`src/rtl/core/sfir_pkg.sv`:
```
// Shared types and constants for the folded symmetric FIR filter.
// Used by sfir_cell, sfir_mac and symmetric_fir_filter_top; no dependencies.
package sfir_pkg;

  localparam int SAMPLE_W  = 32;
  localparam int COEF_W    = 16;
  localparam int CIDX_W    = 5;
  localparam int TAP_W     = 6;
  localparam int SCALE_W   = 6;
  localparam int CFG_IDX_W = 1;
  localparam int CFG_DAT_W = 6;

  // Input transaction kinds
  typedef enum logic [1:0] {
    KIND_SAMPLE = 2'd0,
    KIND_PRESET = 2'd1,
    KIND_CLEAR  = 2'd2,
    KIND_LOAD   = 2'd3
  } kind_t;

  // Configuration register indexes
  typedef enum logic [CFG_IDX_W-1:0] {
    CFG_TAP_COUNT  = 1'b0,
    CFG_SCALE_LOG2 = 1'b1
  } cfg_reg_t;

  typedef struct packed {
    kind_t                      kind;
    logic signed [SAMPLE_W-1:0] sample;
    logic [CIDX_W-1:0]          coeff_index;
    logic signed [COEF_W-1:0]   coeff_value;
  } in_item_t;

  typedef struct packed {
    logic signed [SAMPLE_W-1:0] filtered;
    logic [TAP_W-1:0]           fill_count;
    logic                       filled;
  } out_item_t;

  // History cell operations
  typedef enum logic [1:0] {
    CELL_HOLD,
    CELL_SHIFT,
    CELL_ROT,
    CELL_PRESET
  } cell_op_t;

  // Broadcast control for the row of cells
  typedef struct packed {
    cell_op_t              op;
    logic [SAMPLE_W-1:0]   value;
    logic [COEF_W-1:0]     coef;
  } cell_ctrl_t;

  typedef enum logic [1:0] {
    ST_IDLE,
    ST_ROT,
    ST_DRAIN,
    ST_DONE
  } state_t;

endpackage

```
`src/rtl/core/sfir_cell.sv`:
```
// One tap cell: a history word and a coefficient word.
// Depends on sfir_pkg for the cell control struct.
module sfir_cell (
  input  logic                             clk,
  input  logic                             rst_n,
  input  sfir_pkg::cell_ctrl_t             ctrl,
  input  logic                             coef_we,
  input  logic [sfir_pkg::SAMPLE_W-1:0]    shift_in,
  input  logic [sfir_pkg::SAMPLE_W-1:0]    rot_in,
  output logic [sfir_pkg::SAMPLE_W-1:0]    hist,
  output logic [sfir_pkg::COEF_W-1:0]      coef
);

  logic [sfir_pkg::SAMPLE_W-1:0] hist_r, hist_nxt;
  logic [sfir_pkg::COEF_W-1:0]   coef_r, coef_nxt;

  // History word: hold, shift from lower neighbor, rotate from upper, preset
  always_comb begin
    unique case (ctrl.op)
      sfir_pkg::CELL_HOLD:   hist_nxt = hist_r;
      sfir_pkg::CELL_SHIFT:  hist_nxt = shift_in;
      sfir_pkg::CELL_ROT:    hist_nxt = rot_in;
      sfir_pkg::CELL_PRESET: hist_nxt = ctrl.value;
      default:               hist_nxt = hist_r;
    endcase
  end

  assign coef_nxt = coef_we ? ctrl.coef : coef_r;

  always_ff @(posedge clk) begin
    if (!rst_n) begin
      hist_r <= '0;
      coef_r <= '0;
    end else begin
      hist_r <= hist_nxt;
      coef_r <= coef_nxt;
    end
  end

  assign hist = hist_r;
  assign coef = coef_r;

endmodule

```
`src/rtl/core/sfir_mac.sv`:
```
// Multiply-accumulate unit with power-of-two output scaling.
// Depends on sfir_pkg for widths.
module sfir_mac (
  input  logic                                 clk,
  input  logic                                 rst_n,
  input  logic                                 clear,
  input  logic                                 issue,
  input  logic signed [sfir_pkg::COEF_W-1:0]   coef,
  input  logic [sfir_pkg::SAMPLE_W-1:0]        data,
  input  logic [sfir_pkg::SCALE_W-1:0]         scale,
  output logic [sfir_pkg::SAMPLE_W-1:0]        scaled,
  output logic                                 prod_valid
);

  logic [sfir_pkg::SAMPLE_W-1:0] prod_r, prod_nxt;
  logic                          prod_v_r, prod_v_nxt;
  logic [sfir_pkg::SAMPLE_W-1:0] acc_r, acc_nxt;
  logic [sfir_pkg::SAMPLE_W-1:0] coef_ext;

  // Product stage, wrapped to 32 bits
  assign coef_ext   = sfir_pkg::SAMPLE_W'(coef);
  assign prod_nxt   = sfir_pkg::SAMPLE_W'(coef_ext * data);
  assign prod_v_nxt = issue && !clear;

  // Accumulator stage
  always_comb begin
    if (clear) begin
      acc_nxt = '0;
    end else if (prod_v_r) begin
      acc_nxt = acc_r + prod_r;
    end else begin
      acc_nxt = acc_r;
    end
  end

  always_ff @(posedge clk) begin
    if (!rst_n) begin
      prod_v_r <= 1'b0;
    end else begin
      prod_v_r <= prod_v_nxt;
    end
  end

  always_ff @(posedge clk) begin
    prod_r <= prod_nxt;
    acc_r  <= acc_nxt;
  end

  // Scaling: left shift, or rounded arithmetic right shift (limited to 31)
  logic [sfir_pkg::SCALE_W-1:0]  neg_s;
  logic [4:0]                    rsh;
  logic [sfir_pkg::SAMPLE_W-1:0] rnd;
  logic [sfir_pkg::SAMPLE_W-1:0] biased;

  always_comb begin
    neg_s  = sfir_pkg::SCALE_W'(0) - scale;
    rsh    = neg_s[5] ? 5'd31 : neg_s[4:0];
    rnd    = sfir_pkg::SAMPLE_W'(1) << (rsh - 5'd1);
    biased = acc_r + rnd;
    if (scale == '0) begin
      scaled = acc_r;
    end else if (!scale[5]) begin
      scaled = acc_r << scale[4:0];
    end else begin
      scaled = sfir_pkg::SAMPLE_W'($signed(biased) >>> rsh);
    end
  end

  assign prod_valid = prod_v_r;

endmodule

```
`src/rtl/core/symmetric_fir_filter_top.sv`:
```
// Folded symmetric FIR filter top level: sequencer, row of tap cells, MAC.
// Depends on sfir_pkg, sfir_cell and sfir_mac.
//
//  channel | dir | handshake             | payload
//  in_     | in  | in_valid / in_ready   | in_data  (sfir_pkg::in_item_t)
//  out_    | out | out_valid / out_ready | out_data (sfir_pkg::out_item_t)
//  cfg_    | in  | cfg_valid / cfg_ready | cfg_index, cfg_data
//
// After a sample is accepted, in_ready stays low until its scaled result is registered:
// the shift happens on the accepting edge, then MAX_TAPS rotation steps of the
// history ring (one multiply per tap in use), one accumulator drain and one scaling step
// that stalls on a held result. Preset, clear and coefficient load give no result.
// Synchronous active-low reset zeroes history, coefficients and fill level.
// A waiting result does not block the next item; a finished sample stalls behind it.
module symmetric_fir_filter_top #(
  parameter int MAX_TAPS = 32
) (
  input  logic                                   clk,
  input  logic                                   rst_n,
  input  logic                                   in_valid,
  output logic                                   in_ready,
  input  sfir_pkg::in_item_t                     in_data,
  output logic                                   out_valid,
  input  logic                                   out_ready,
  output sfir_pkg::out_item_t                    out_data,
  input  logic                                   cfg_valid,
  output logic                                   cfg_ready,
  input  logic [sfir_pkg::CFG_IDX_W-1:0]         cfg_index,
  input  logic [sfir_pkg::CFG_DAT_W-1:0]         cfg_data
);

  localparam int IW = (MAX_TAPS > 1) ? $clog2(MAX_TAPS) : 1;

  sfir_pkg::state_t state_r, state_nxt;
  logic [IW-1:0]                    step_r, step_nxt;
  logic [sfir_pkg::TAP_W-1:0]       fill_r, fill_nxt;
  logic [sfir_pkg::TAP_W-1:0]       tap_count_r, tap_count_nxt;
  logic [sfir_pkg::SCALE_W-1:0]     scale_r, scale_nxt;
  logic                             out_valid_r, out_valid_nxt;
  sfir_pkg::out_item_t              out_data_r, out_data_nxt;

  logic [sfir_pkg::TAP_W-1:0]       taps_n;
  logic                             in_acc;
  logic                             out_load;
  logic                             issue;
  logic                             mac_clear;
  logic [IW-1:0]                    cidx;
  sfir_pkg::cell_ctrl_t             ctrl;
  logic [sfir_pkg::SAMPLE_W-1:0]    scaled;
  logic                             prod_valid;

  logic [sfir_pkg::SAMPLE_W-1:0]    hist [MAX_TAPS];
  logic [sfir_pkg::COEF_W-1:0]      coef [MAX_TAPS];
  logic [MAX_TAPS-1:0]              coef_we;

  // Taps in use: zero counts as one, clamp to MAX_TAPS
  always_comb begin
    if (tap_count_r == '0) begin
      taps_n = sfir_pkg::TAP_W'(1);
    end else if (int'(tap_count_r) > MAX_TAPS) begin
      taps_n = sfir_pkg::TAP_W'(MAX_TAPS);
    end else begin
      taps_n = tap_count_r;
    end
  end

  assign in_ready  = (state_r == sfir_pkg::ST_IDLE);
  assign in_acc    = in_valid && in_ready;
  assign cfg_ready = 1'b1;
  assign out_load  = (state_r == sfir_pkg::ST_DONE) && (!out_valid_r || out_ready);

  // Next-state logic
  always_comb begin
    state_nxt = state_r;
    step_nxt  = step_r;
    unique case (state_r)
      sfir_pkg::ST_IDLE: begin
        step_nxt = '0;
        if (in_acc && in_data.kind == sfir_pkg::KIND_SAMPLE) begin
          state_nxt = sfir_pkg::ST_ROT;
        end
      end
      sfir_pkg::ST_ROT: begin
        if (int'(step_r) == MAX_TAPS - 1) begin
          state_nxt = sfir_pkg::ST_DRAIN;
          step_nxt  = '0;
        end else begin
          step_nxt = step_r + IW'(1);
        end
      end
      sfir_pkg::ST_DRAIN: state_nxt = sfir_pkg::ST_DONE;
      sfir_pkg::ST_DONE: begin
        if (out_load) begin
          state_nxt = sfir_pkg::ST_IDLE;
        end
      end
      default: state_nxt = sfir_pkg::ST_IDLE;
    endcase
  end

  // Coefficient position for the current step: mirrored over the fold
  always_comb begin
    int mirror;
    mirror = int'(taps_n) - 1 - int'(step_r);
    if (int'(step_r) < mirror) begin
      cidx = step_r;
    end else begin
      cidx = IW'(mirror);
    end
  end

  // Output logic: cell control, MAC control
  always_comb begin
    ctrl.value = in_data.sample;
    ctrl.coef  = in_data.coeff_value;
    ctrl.op    = sfir_pkg::CELL_HOLD;
    issue      = 1'b0;
    mac_clear  = 1'b0;
    unique case (state_r)
      sfir_pkg::ST_IDLE: begin
        if (in_acc && in_data.kind == sfir_pkg::KIND_SAMPLE) begin
          ctrl.op   = sfir_pkg::CELL_SHIFT;
          mac_clear = 1'b1;
        end else if (in_acc && in_data.kind == sfir_pkg::KIND_PRESET) begin
          ctrl.op = sfir_pkg::CELL_PRESET;
        end
      end
      sfir_pkg::ST_ROT: begin
        ctrl.op = sfir_pkg::CELL_ROT;
        issue   = (int'(step_r) < int'(taps_n));
      end
      sfir_pkg::ST_DRAIN, sfir_pkg::ST_DONE: ctrl.op = sfir_pkg::CELL_HOLD;
      default: ctrl.op = sfir_pkg::CELL_HOLD;
    endcase
  end

  // Row of tap cells: shift toward the tail, rotate toward the head
  for (genvar i = 0; i < MAX_TAPS; i++) begin : g_cell
    localparam int NEXT = (i + 1) % MAX_TAPS;
    localparam int PREV = (i == 0) ? 0 : i - 1;
    logic [sfir_pkg::SAMPLE_W-1:0] shift_src;

    if (i == 0) begin : g_head
      assign shift_src = in_data.sample;
    end else begin : g_body
      assign shift_src = hist[PREV];
    end

    assign coef_we[i] = in_acc && (in_data.kind == sfir_pkg::KIND_LOAD)
                        && (int'(in_data.coeff_index) == i);

    sfir_cell u_cell (
      .clk      (clk),
      .rst_n    (rst_n),
      .ctrl     (ctrl),
      .coef_we  (coef_we[i]),
      .shift_in (shift_src),
      .rot_in   (hist[NEXT]),
      .hist     (hist[i]),
      .coef     (coef[i])
    );
  end

  sfir_mac u_mac (
    .clk        (clk),
    .rst_n      (rst_n),
    .clear      (mac_clear),
    .issue      (issue),
    .coef       (coef[cidx]),
    .data       (hist[0]),
    .scale      (scale_r),
    .scaled     (scaled),
    .prod_valid (prod_valid)
  );

  // Fill level
  always_comb begin
    fill_nxt = fill_r;
    if (in_acc) begin
      unique case (in_data.kind)
        sfir_pkg::KIND_SAMPLE: begin
          if (fill_r < taps_n) begin
            fill_nxt = fill_r + sfir_pkg::TAP_W'(1);
          end
        end
        sfir_pkg::KIND_PRESET: fill_nxt = taps_n;
        sfir_pkg::KIND_CLEAR:  fill_nxt = '0;
        sfir_pkg::KIND_LOAD:   fill_nxt = fill_r;
        default:               fill_nxt = fill_r;
      endcase
    end
  end

  // Configuration registers
  always_comb begin
    tap_count_nxt = tap_count_r;
    scale_nxt     = scale_r;
    if (cfg_valid && cfg_ready) begin
      unique case (sfir_pkg::cfg_reg_t'(cfg_index))
        sfir_pkg::CFG_TAP_COUNT:  tap_count_nxt = cfg_data;
        sfir_pkg::CFG_SCALE_LOG2: scale_nxt     = cfg_data;
        default: ;
      endcase
    end
  end

  // Output register
  always_comb begin
    out_data_nxt  = out_data_r;
    out_valid_nxt = out_valid_r;
    if (out_load) begin
      out_data_nxt.filtered   = scaled;
      out_data_nxt.fill_count = fill_r;
      out_data_nxt.filled     = (fill_r >= taps_n);
      out_valid_nxt           = 1'b1;
    end else if (out_ready) begin
      out_valid_nxt = 1'b0;
    end
  end

  always_ff @(posedge clk) begin
    if (!rst_n) begin
      state_r     <= sfir_pkg::ST_IDLE;
      step_r      <= '0;
      fill_r      <= '0;
      tap_count_r <= sfir_pkg::TAP_W'(1);
      scale_r     <= '0;
      out_valid_r <= 1'b0;
    end else begin
      state_r     <= state_nxt;
      step_r      <= step_nxt;
      fill_r      <= fill_nxt;
      tap_count_r <= tap_count_nxt;
      scale_r     <= scale_nxt;
      out_valid_r <= out_valid_nxt;
    end
  end

  always_ff @(posedge clk) begin
    out_data_r <= out_data_nxt;
  end

  assign out_valid = out_valid_r;
  assign out_data  = out_data_r;

  // Checks
  a_sample_starts_rot: assert property (@(posedge clk) disable iff (!rst_n)
    in_acc && in_data.kind == sfir_pkg::KIND_SAMPLE |=> state_r == sfir_pkg::ST_ROT)
    else $error("sample did not start the rotation pass");

  a_prod_only_after_rot: assert property (@(posedge clk) disable iff (!rst_n)
    prod_valid |-> $past(state_r) == sfir_pkg::ST_ROT)
    else $error("product issued outside the rotation pass");

  a_fill_bounded: assert property (@(posedge clk) disable iff (!rst_n)
    int'(fill_r) <= MAX_TAPS)
    else $error("fill level beyond history depth");

  a_rot_ends_drain: assert property (@(posedge clk) disable iff (!rst_n)
    state_r == sfir_pkg::ST_ROT && int'(step_r) == MAX_TAPS - 1
      |=> state_r == sfir_pkg::ST_DRAIN)
    else $error("rotation pass did not end after a full ring turn");

  a_no_result_overwrite: assert property (@(posedge clk) disable iff (!rst_n)
    out_valid_r && !out_ready |=> out_valid_r && $stable(out_data_r))
    else $error("pending result overwritten");

endmodule

```
`config.mk`:
```
export PLATFORM = sky130hd
export DESIGN_NAME = symmetric_fir_filter_top
export DESIGN_NICKNAME = d
export VERILOG_FILES = /design/src/rtl/core/sfir_pkg.sv /design/src/rtl/core/sfir_cell.sv /design/src/rtl/core/sfir_mac.sv /design/src/rtl/core/symmetric_fir_filter_top.sv
export SDC_FILE = /design/constraint.sdc
export NUM_CORES = 2
export LEC_CHECK = 0
export BUFFER_PORTS_ARGS = -buffer_cell sky130_fd_sc_hd__buf_2
export CORE_MARGIN = 2
export CORE_UTILIZATION = 65
export CTS_CLUSTER_SIZE = 28
export DETAILED_ROUTE_END_ITERATION = 16
export PLACE_DENSITY = 0.82
export SLEW_MARGIN = 20
export SYNTH_ARGS = -nofsm -noshare
export SYNTH_HDL_FRONTEND = slang
export SYNTH_SLANG_ARGS = --single-unit
```
`constraint.sdc`:
```
create_clock -name clk -period 21.4 [get_ports clk]
set_input_delay 3.21 -clock clk [delete_from_list [all_inputs] [get_ports clk]]
set_output_delay 3.21 -clock clk [all_outputs]
set_load 0.03 [all_outputs]
```
After elaboration in Yosys (flattened, before gate mapping)
Index checks and enable logic that the tools add are counted.
Word-level totals
  register bits: 1666
  output and inout port bits: 42
  bits of input ports: 67
  word-level logic and storage cells: 254
Cells by class
  equality and inequality tests: 45
  muxes and demuxes: 57
  shifts and indexed selects: 3
  reduce and logical (&&, ||, !) cells: 55
  bitwise operators: 3
  $lt $le $gt $ge: 6
  multipliers: 1
  $add $sub $neg: 8
Operators with widths (number)
  $pmux W32 S3: 31
  $bmux W16 S5: 1
  $eq A5 B5 Y1 const B: 16
  $add A32 B32 Y32: 2
  $mux W32: 2
  $pmux W32 S2: 1
  $eq A5 B4 Y1 const B: 8
  $logic_and A1 B1 Y1: 38
  $mul A16 B32 Y32: 1
  $mux W16: 2
  $shl A1 B5 Y32 const A: 1
  $shl A32 B5 Y32: 1
  $sshr A32 B5 Y32: 1
  $eq A5 B3 Y1 const B: 4
  $mux W6: 3
  $pmux W6 S3: 1
  $mux W5: 3
  $eq A2 B2 Y1 const B: 6
  $logic_not A6 Y1: 2
  $eq A5 B1 Y1 const B: 2
  $eq A5 B2 Y1 const B: 2
  $mux W2: 5
  $pmux W5 S2: 1
  $lt A6 B8 Y1: 1
  27 further kinds: 43

Depth between registers and ports, before layout
  depth after elaboration: 12
  depth in mapped cells: 54
  mapped depth without buffers: 49

Hierarchy
A second synthesis with hierarchy kept.
Unflattened totals
  cell total of the unflattened synthesis: 10347
  area total of the unflattened synthesis: 102066.6 µm²
By module, submodules not included
  sfir_cell: seq. area each 960.9 µm², instances 32, area each 2240.9 µm², cells an instance 194
  sfir_mac: seq. area each 1301.2 µm², instances 1, area each 21622.0 µm², cells an instance 2783
  symmetric_fir_filter_top: seq. area each 1691.6 µm², instances 1, area each 8735.9 µm², cells an instance 1356

Worst setup path after synthesis
No wires, ideal clock.
  kind: flip-flop to flip-flop
  from: reg tap_count_r[2] (netlist name)
  to: reg u_mac.prod_r[31] (netlist name)
  library setup time: 0.118 ns
  slack: 10.435 ns
  data required time: 21.282 ns
  arrival time: 10.847 ns
  cell stages (with the launch flop): 51
  buffers on the path: 6
  clock period less this slack: 10.965 ns
  cells stage by stage: dfxtp_1 nor3_1 a21oi_1 nor2_1 inv_1 ha_1 inv_1 fa_1 a21o_1 a21oi_1 xnor2_1 inv_1 ha_1 nand2_1 a21o_1 a21oi_4 nor3_4 nor2_2 (+15 left out) fa_1 inv_1 fa_1 inv_1 ha_1 o21a_1 o21a_1 o21ai_0 nand2_1 o21ai_0 a31oi_1 nand2_1 a21oi_1 or4_1 a31o_2 o41a_1 a31o_2 xnor2_1
Between the ends
  word-level cells in the longest chain between the ends: 12
  elaborated cells between the ends (all ways): 13
  classes of those cells: 2 x add/sub; 1 x mul; 2 x order compare; 6 x mux; 1 x bitwise; 1 x reduce/logical
RTL lines
  start, declared: RTL line symmetric_fir_filter_top.sv:37  | logic [sfir_pkg::TAP_W-1:0] tap_count_r, tap_count_nxt;
  start signal, assigned: RTL line symmetric_fir_filter_top.sv:226  | tap_count_r <= sfir_pkg::TAP_W'(1);
  start signal, assigned: RTL line symmetric_fir_filter_top.sv:233  | tap_count_r <= tap_count_nxt;
  $gt A6 B6 Y1: RTL line symmetric_fir_filter_top.sv:60  | end else if (int'(tap_count_r) > MAX_TAPS) begin
  $mux W6: RTL line symmetric_fir_filter_top.sv:60
  $mux W6 *: RTL line symmetric_fir_filter_top.sv:58  | if (tap_count_r == '0) begin
  $sub A6 B1 Y7 *: RTL line symmetric_fir_filter_top.sv:104  | mirror = int'(taps_n) - 1 - int'(step_r);
  $sub A7 B6 Y8 *: RTL line symmetric_fir_filter_top.sv:104
  $lt A6 B8 Y1: RTL line symmetric_fir_filter_top.sv:105  | if (int'(step_r) < mirror) begin
  $mux W5 *: RTL line symmetric_fir_filter_top.sv:105
  $not A5 Y6 (not written as such) *: RTL line symmetric_fir_filter_top.sv:169  | .coef (coef[cidx]),
  $bmux W16 S5 *: RTL line symmetric_fir_filter_top.sv:169
  $mux W16 (not written as such) * (2 in a row): RTL line symmetric_fir_filter_top.sv:169
  $mul A16 B32 Y32 *: RTL line sfir_mac.sv:22  | assign prod_nxt = sfir_pkg::SAMPLE_W'(coef_ext * data);
  net u_mac.prod_nxt, one bit: RTL line sfir_mac.sv:15  | logic [sfir_pkg::SAMPLE_W-1:0] prod_r, prod_nxt;
  end signal, assigned: RTL line sfir_mac.sv:45  | prod_r <= prod_nxt;
  end, declared: RTL line sfir_mac.sv:15
Mark *: on every way through the listed nets, which the timed path passes. The rest lies on a longest branch. The select of a mux whose other input is x is not followed.
A chain may end at the register's enable or synchronous reset.

Worst setup path in the final report
Ends and elaborated chain as after synthesis.

==> impl_metrics.csv <==
group,metric,value,unit
global_route,grt_first_pass_wirelength,443000,µm
logic_synthesis,synth.distinct_cells,99,
layout,fillerInstances,11500,
worst_setup_path,crit_path_start_kind,"register",
clock_tree,post_cts.repair.setup_buffers,0,
layout,final_cell_mix,"nand2_1, dfxtp_1, a21oi_1",
clock_tree,h-tree-depth,4,
layout,register_area,33700,µm²
worst_setup_path,cp_slowest_cell,"buf_4",
global_route,grt_pass1_vias,82000,
logic_synthesis,synthFlopType,"dfxtp_1",
worst_setup_path,end_kind,"register",
layout,multi_input_area,55100,µm²
timing,worst_slew_pin_slew,1.28,ns
route,firstDrtPassIters,8,
floorplanning,fp-row-count,140,
worst_setup_path,slowest_delay,0.62,ns
route,vias_per_cell,6.52,
clock_tree,cts_hold_buf,0,
floorplanning,core_area,145000,µm²
logic_synthesis,synth-edff-count,39,
place,dp_hpwl,171000,µm
timing,setup_viol,0,
pwr,power_density,120,nW/µm²
hold_path,hold_class,"register to register",
layout,area_delta_synth_final,6.38,%
worst_setup_path,critical-path-top-delay-family,"adder cells",
timing,setup_tns,0,ns
logic_synthesis,async_reset_ff_frac,0,
clock_tree,cts.repair.resized,0,
layout,nNetsFinal,11900,
timing,hold_viol_final,0,
job,max_cap_violations,0,
logic_synthesis,synth_cells,12000,
floorplanning,die_x,386,µm
layout,final_area,101000,µm²
timing,fin_crit_sh,0.634,
place,gp_congestion,0.976,
layout,final_common_cell,"nand2_1",
timing,relSlewSlack,0.147,
clock_tree,cts_made_buffers,172,
route,drcViolationCount,0,
timing,rsz0062_at_grt,"no",
global_route,grt_use_total,0.363,
logic_synthesis,synth-seq-cells,1666,
logic_synthesis,synth_area,94800,µm²
worst_setup_path,crit_type,"register to register",
place,io_buffer_count,107,
timing,fin_ws,7.84,ns
clock_tree,clk_latency,0.85,ns
clock_tree,cts.sinks,1666,
place,place_ws,8.06,ns
layout,fin_cells,13400,
route,wirelength,280000,µm
layout,drive_gt1_frac,0.0561,
logic_synthesis,ys_warn_count,0,
timing,min_period,13.56,ns
pwr,power.leakage,35.8,nW
worst_setup_path,arrival,14.26,ns
route,ant_nets,0,
logic_synthesis,synth_fp_nets,12600,
clock_tree,tritoncts,"yes",
global_route,overflow,0,
logic_synthesis,yosysSeqAreaShare,0.356,
floorplanning,die_y,386,µm
worst_setup_path,path_buf_inv,10,
logic_synthesis,syn_avg_cell_area,7.88,µm²
place,place_area,94700,µm²
route,drt_iter0_markers,10700,
clock_tree,clk_pin_slew_worst_paths,0.06,ns
floorplanning,initial_core_util,0.653,
route,dr_total_vias,87600,
floorplanning,die_area,149000,µm²
run_status,status,"completed",
place,dp.cells,13100,
clock_tree,cts_buffer_depth,3,
timing,clock.fmax,73.7,MHz
clock_tree,root_buffer,"clkbuf_16",
worst_setup_path,crit_fanout,50,
timing,drv_slew,0,
worst_setup_path,required,22.09,ns
route,wl_per_cell,20.8,µm
global_route,grt_start_max_net_pins,281,
pwr,ir_drop,0.000146,V
pwr,power,12.1,mW
floorplanning,io_pins,109,
global_route,antenna_found_initial,30,
timing,skew,0.0533,ns
==> kinds of logic (layout without fill, tap and decap cells) <==
kind of cell | after synthesis | in the layout | synth area share
muxes | 113 | 113 | 0.0146
AOI/OAI and AO/OA | 4086 | 4086 | 0.274
adders and majority gates | 494 | 494 | 0.0895
other | 1 | 27 | 0.0000396
buffers and inverters | 1563 | 1022 | 0.0640
DFF | 1666 | 1666 | 0.356
xor gates and xnor gates | 106 | 106 | 0.0105
and+or+nand+nor | 4002 | 4002 | 0.191
==> flip-flops by register name (all words and copies together) (netlist names), 6 cells and up <==
signal,flops
g_cell.u_cell.coef,512
scale_r,6
u_mac.prod_r,32
out_data,39
fill_r,6
u_mac.acc_r,32
tap_count_r,6
g_cell.u_cell.hist,1024
==> Yosys cell counts, types with 31 or more instances <==
| cell | n | share of area |
|---|---|---|
| a21boi_0 | 358 | 0.028 |
| and2_1 | 776 | 0.051 |
| a21o_1 | 46 | 0.0036 |
| o21ai_0 | 810 | 0.043 |
| a31oi_1 | 67 | 0.0044 |
| a221oi_1 | 335 | 0.031 |
| fa_1 | 307 | 0.065 |
| clkbuf_1 | 955 | 0.038 |
| nor2b_1 | 42 | 0.0028 |
| edfxtp_1 | 39 | 0.012 |
| o21a_1 | 31 | 0.0025 |
| mux2i_1 | 79 | 0.0083 |
| nand2_1 | 1864 | 0.074 |
| inv_1 | 453 | 0.018 |
| ha_1 | 187 | 0.025 |
| nor3_1 | 60 | 0.0032 |
| nor2_1 | 864 | 0.034 |
| a311oi_1 | 71 | 0.0066 |
| nand3_1 | 102 | 0.0054 |
| o211ai_1 | 33 | 0.0026 |
| xnor2_1 | 78 | 0.0072 |
| a22oi_1 | 674 | 0.053 |
| a211oi_1 | 139 | 0.011 |
| buf_1 | 69 | 0.0027 |
| dfxtp_1 | 1627 | 0.34 |
| a21oi_1 | 1329 | 0.070 |
| buf_2 | 51 | 0.0027 |
| and3_1 | 124 | 0.0082 |
| nand2b_1 | 50 | 0.0033 |
==> power by group <==
group	total, mW	switching, mW	internal, mW
logic	5.51	3.61	1.89
registers	3.50	0.205	3.29
clock network	3.14	1.31	1.83
total	12.1	5.13	7.02
==> routing by layer <==
layer,track usage,vias to the layer above,share of wire
li1,-,40500,-
met3,0.0717,794,0.099
met1,0.479,41900,0.40
met2,0.571,4313,0.45
met4,0.176,8,0.046
met5,0.00325,-,0.00038
==> final timing paths <==
path                                   from                         to  slack, ns  depth (start not counted)
setup reg to reg             tap_count_r[2]           u_mac.prod_r[31]       7.84                         49
hold / removal    g_cell[21].u_cell.coef[5]  g_cell[21].u_cell.coef[5]       0.45                          2
setup / recovery             tap_count_r[2]           u_mac.prod_r[31]       7.84                         49
hold reg to reg   g_cell[21].u_cell.coef[5]  g_cell[21].u_cell.coef[5]       0.45                          2
==> layout make-up <==
cell class	count	share of cell area
inverters	462	0.0173
repair buffers	249	0.0180
multi-input cells	8802	0.547
flip-flops and latches	1666	0.335
clock buffers	246	0.0496
clock inverters	65	0.00943
diodes	26	0.000645
well taps	1917	0.0238
==> through the flow <==
| stage | hold WS (ns) | util |
|---|---|---|
| final | 0.450 | 0.695 |
| after global routing | 0.466 | 0.695 |
| after CTS | 0.450 | 0.693 |
| after detailed placement | 0.442 | 0.652 |
| after global placement | 0.438 | 0.652 |
| after floorplan | 0.432 | - |
==> tightest hold or removal path, cell delays in order, from the launching register on <==
cell     delay, ns
dfxtp_1       0.30
nand2_1       0.05
a21oi_1       0.05
(Power assumes the default switching activity.)
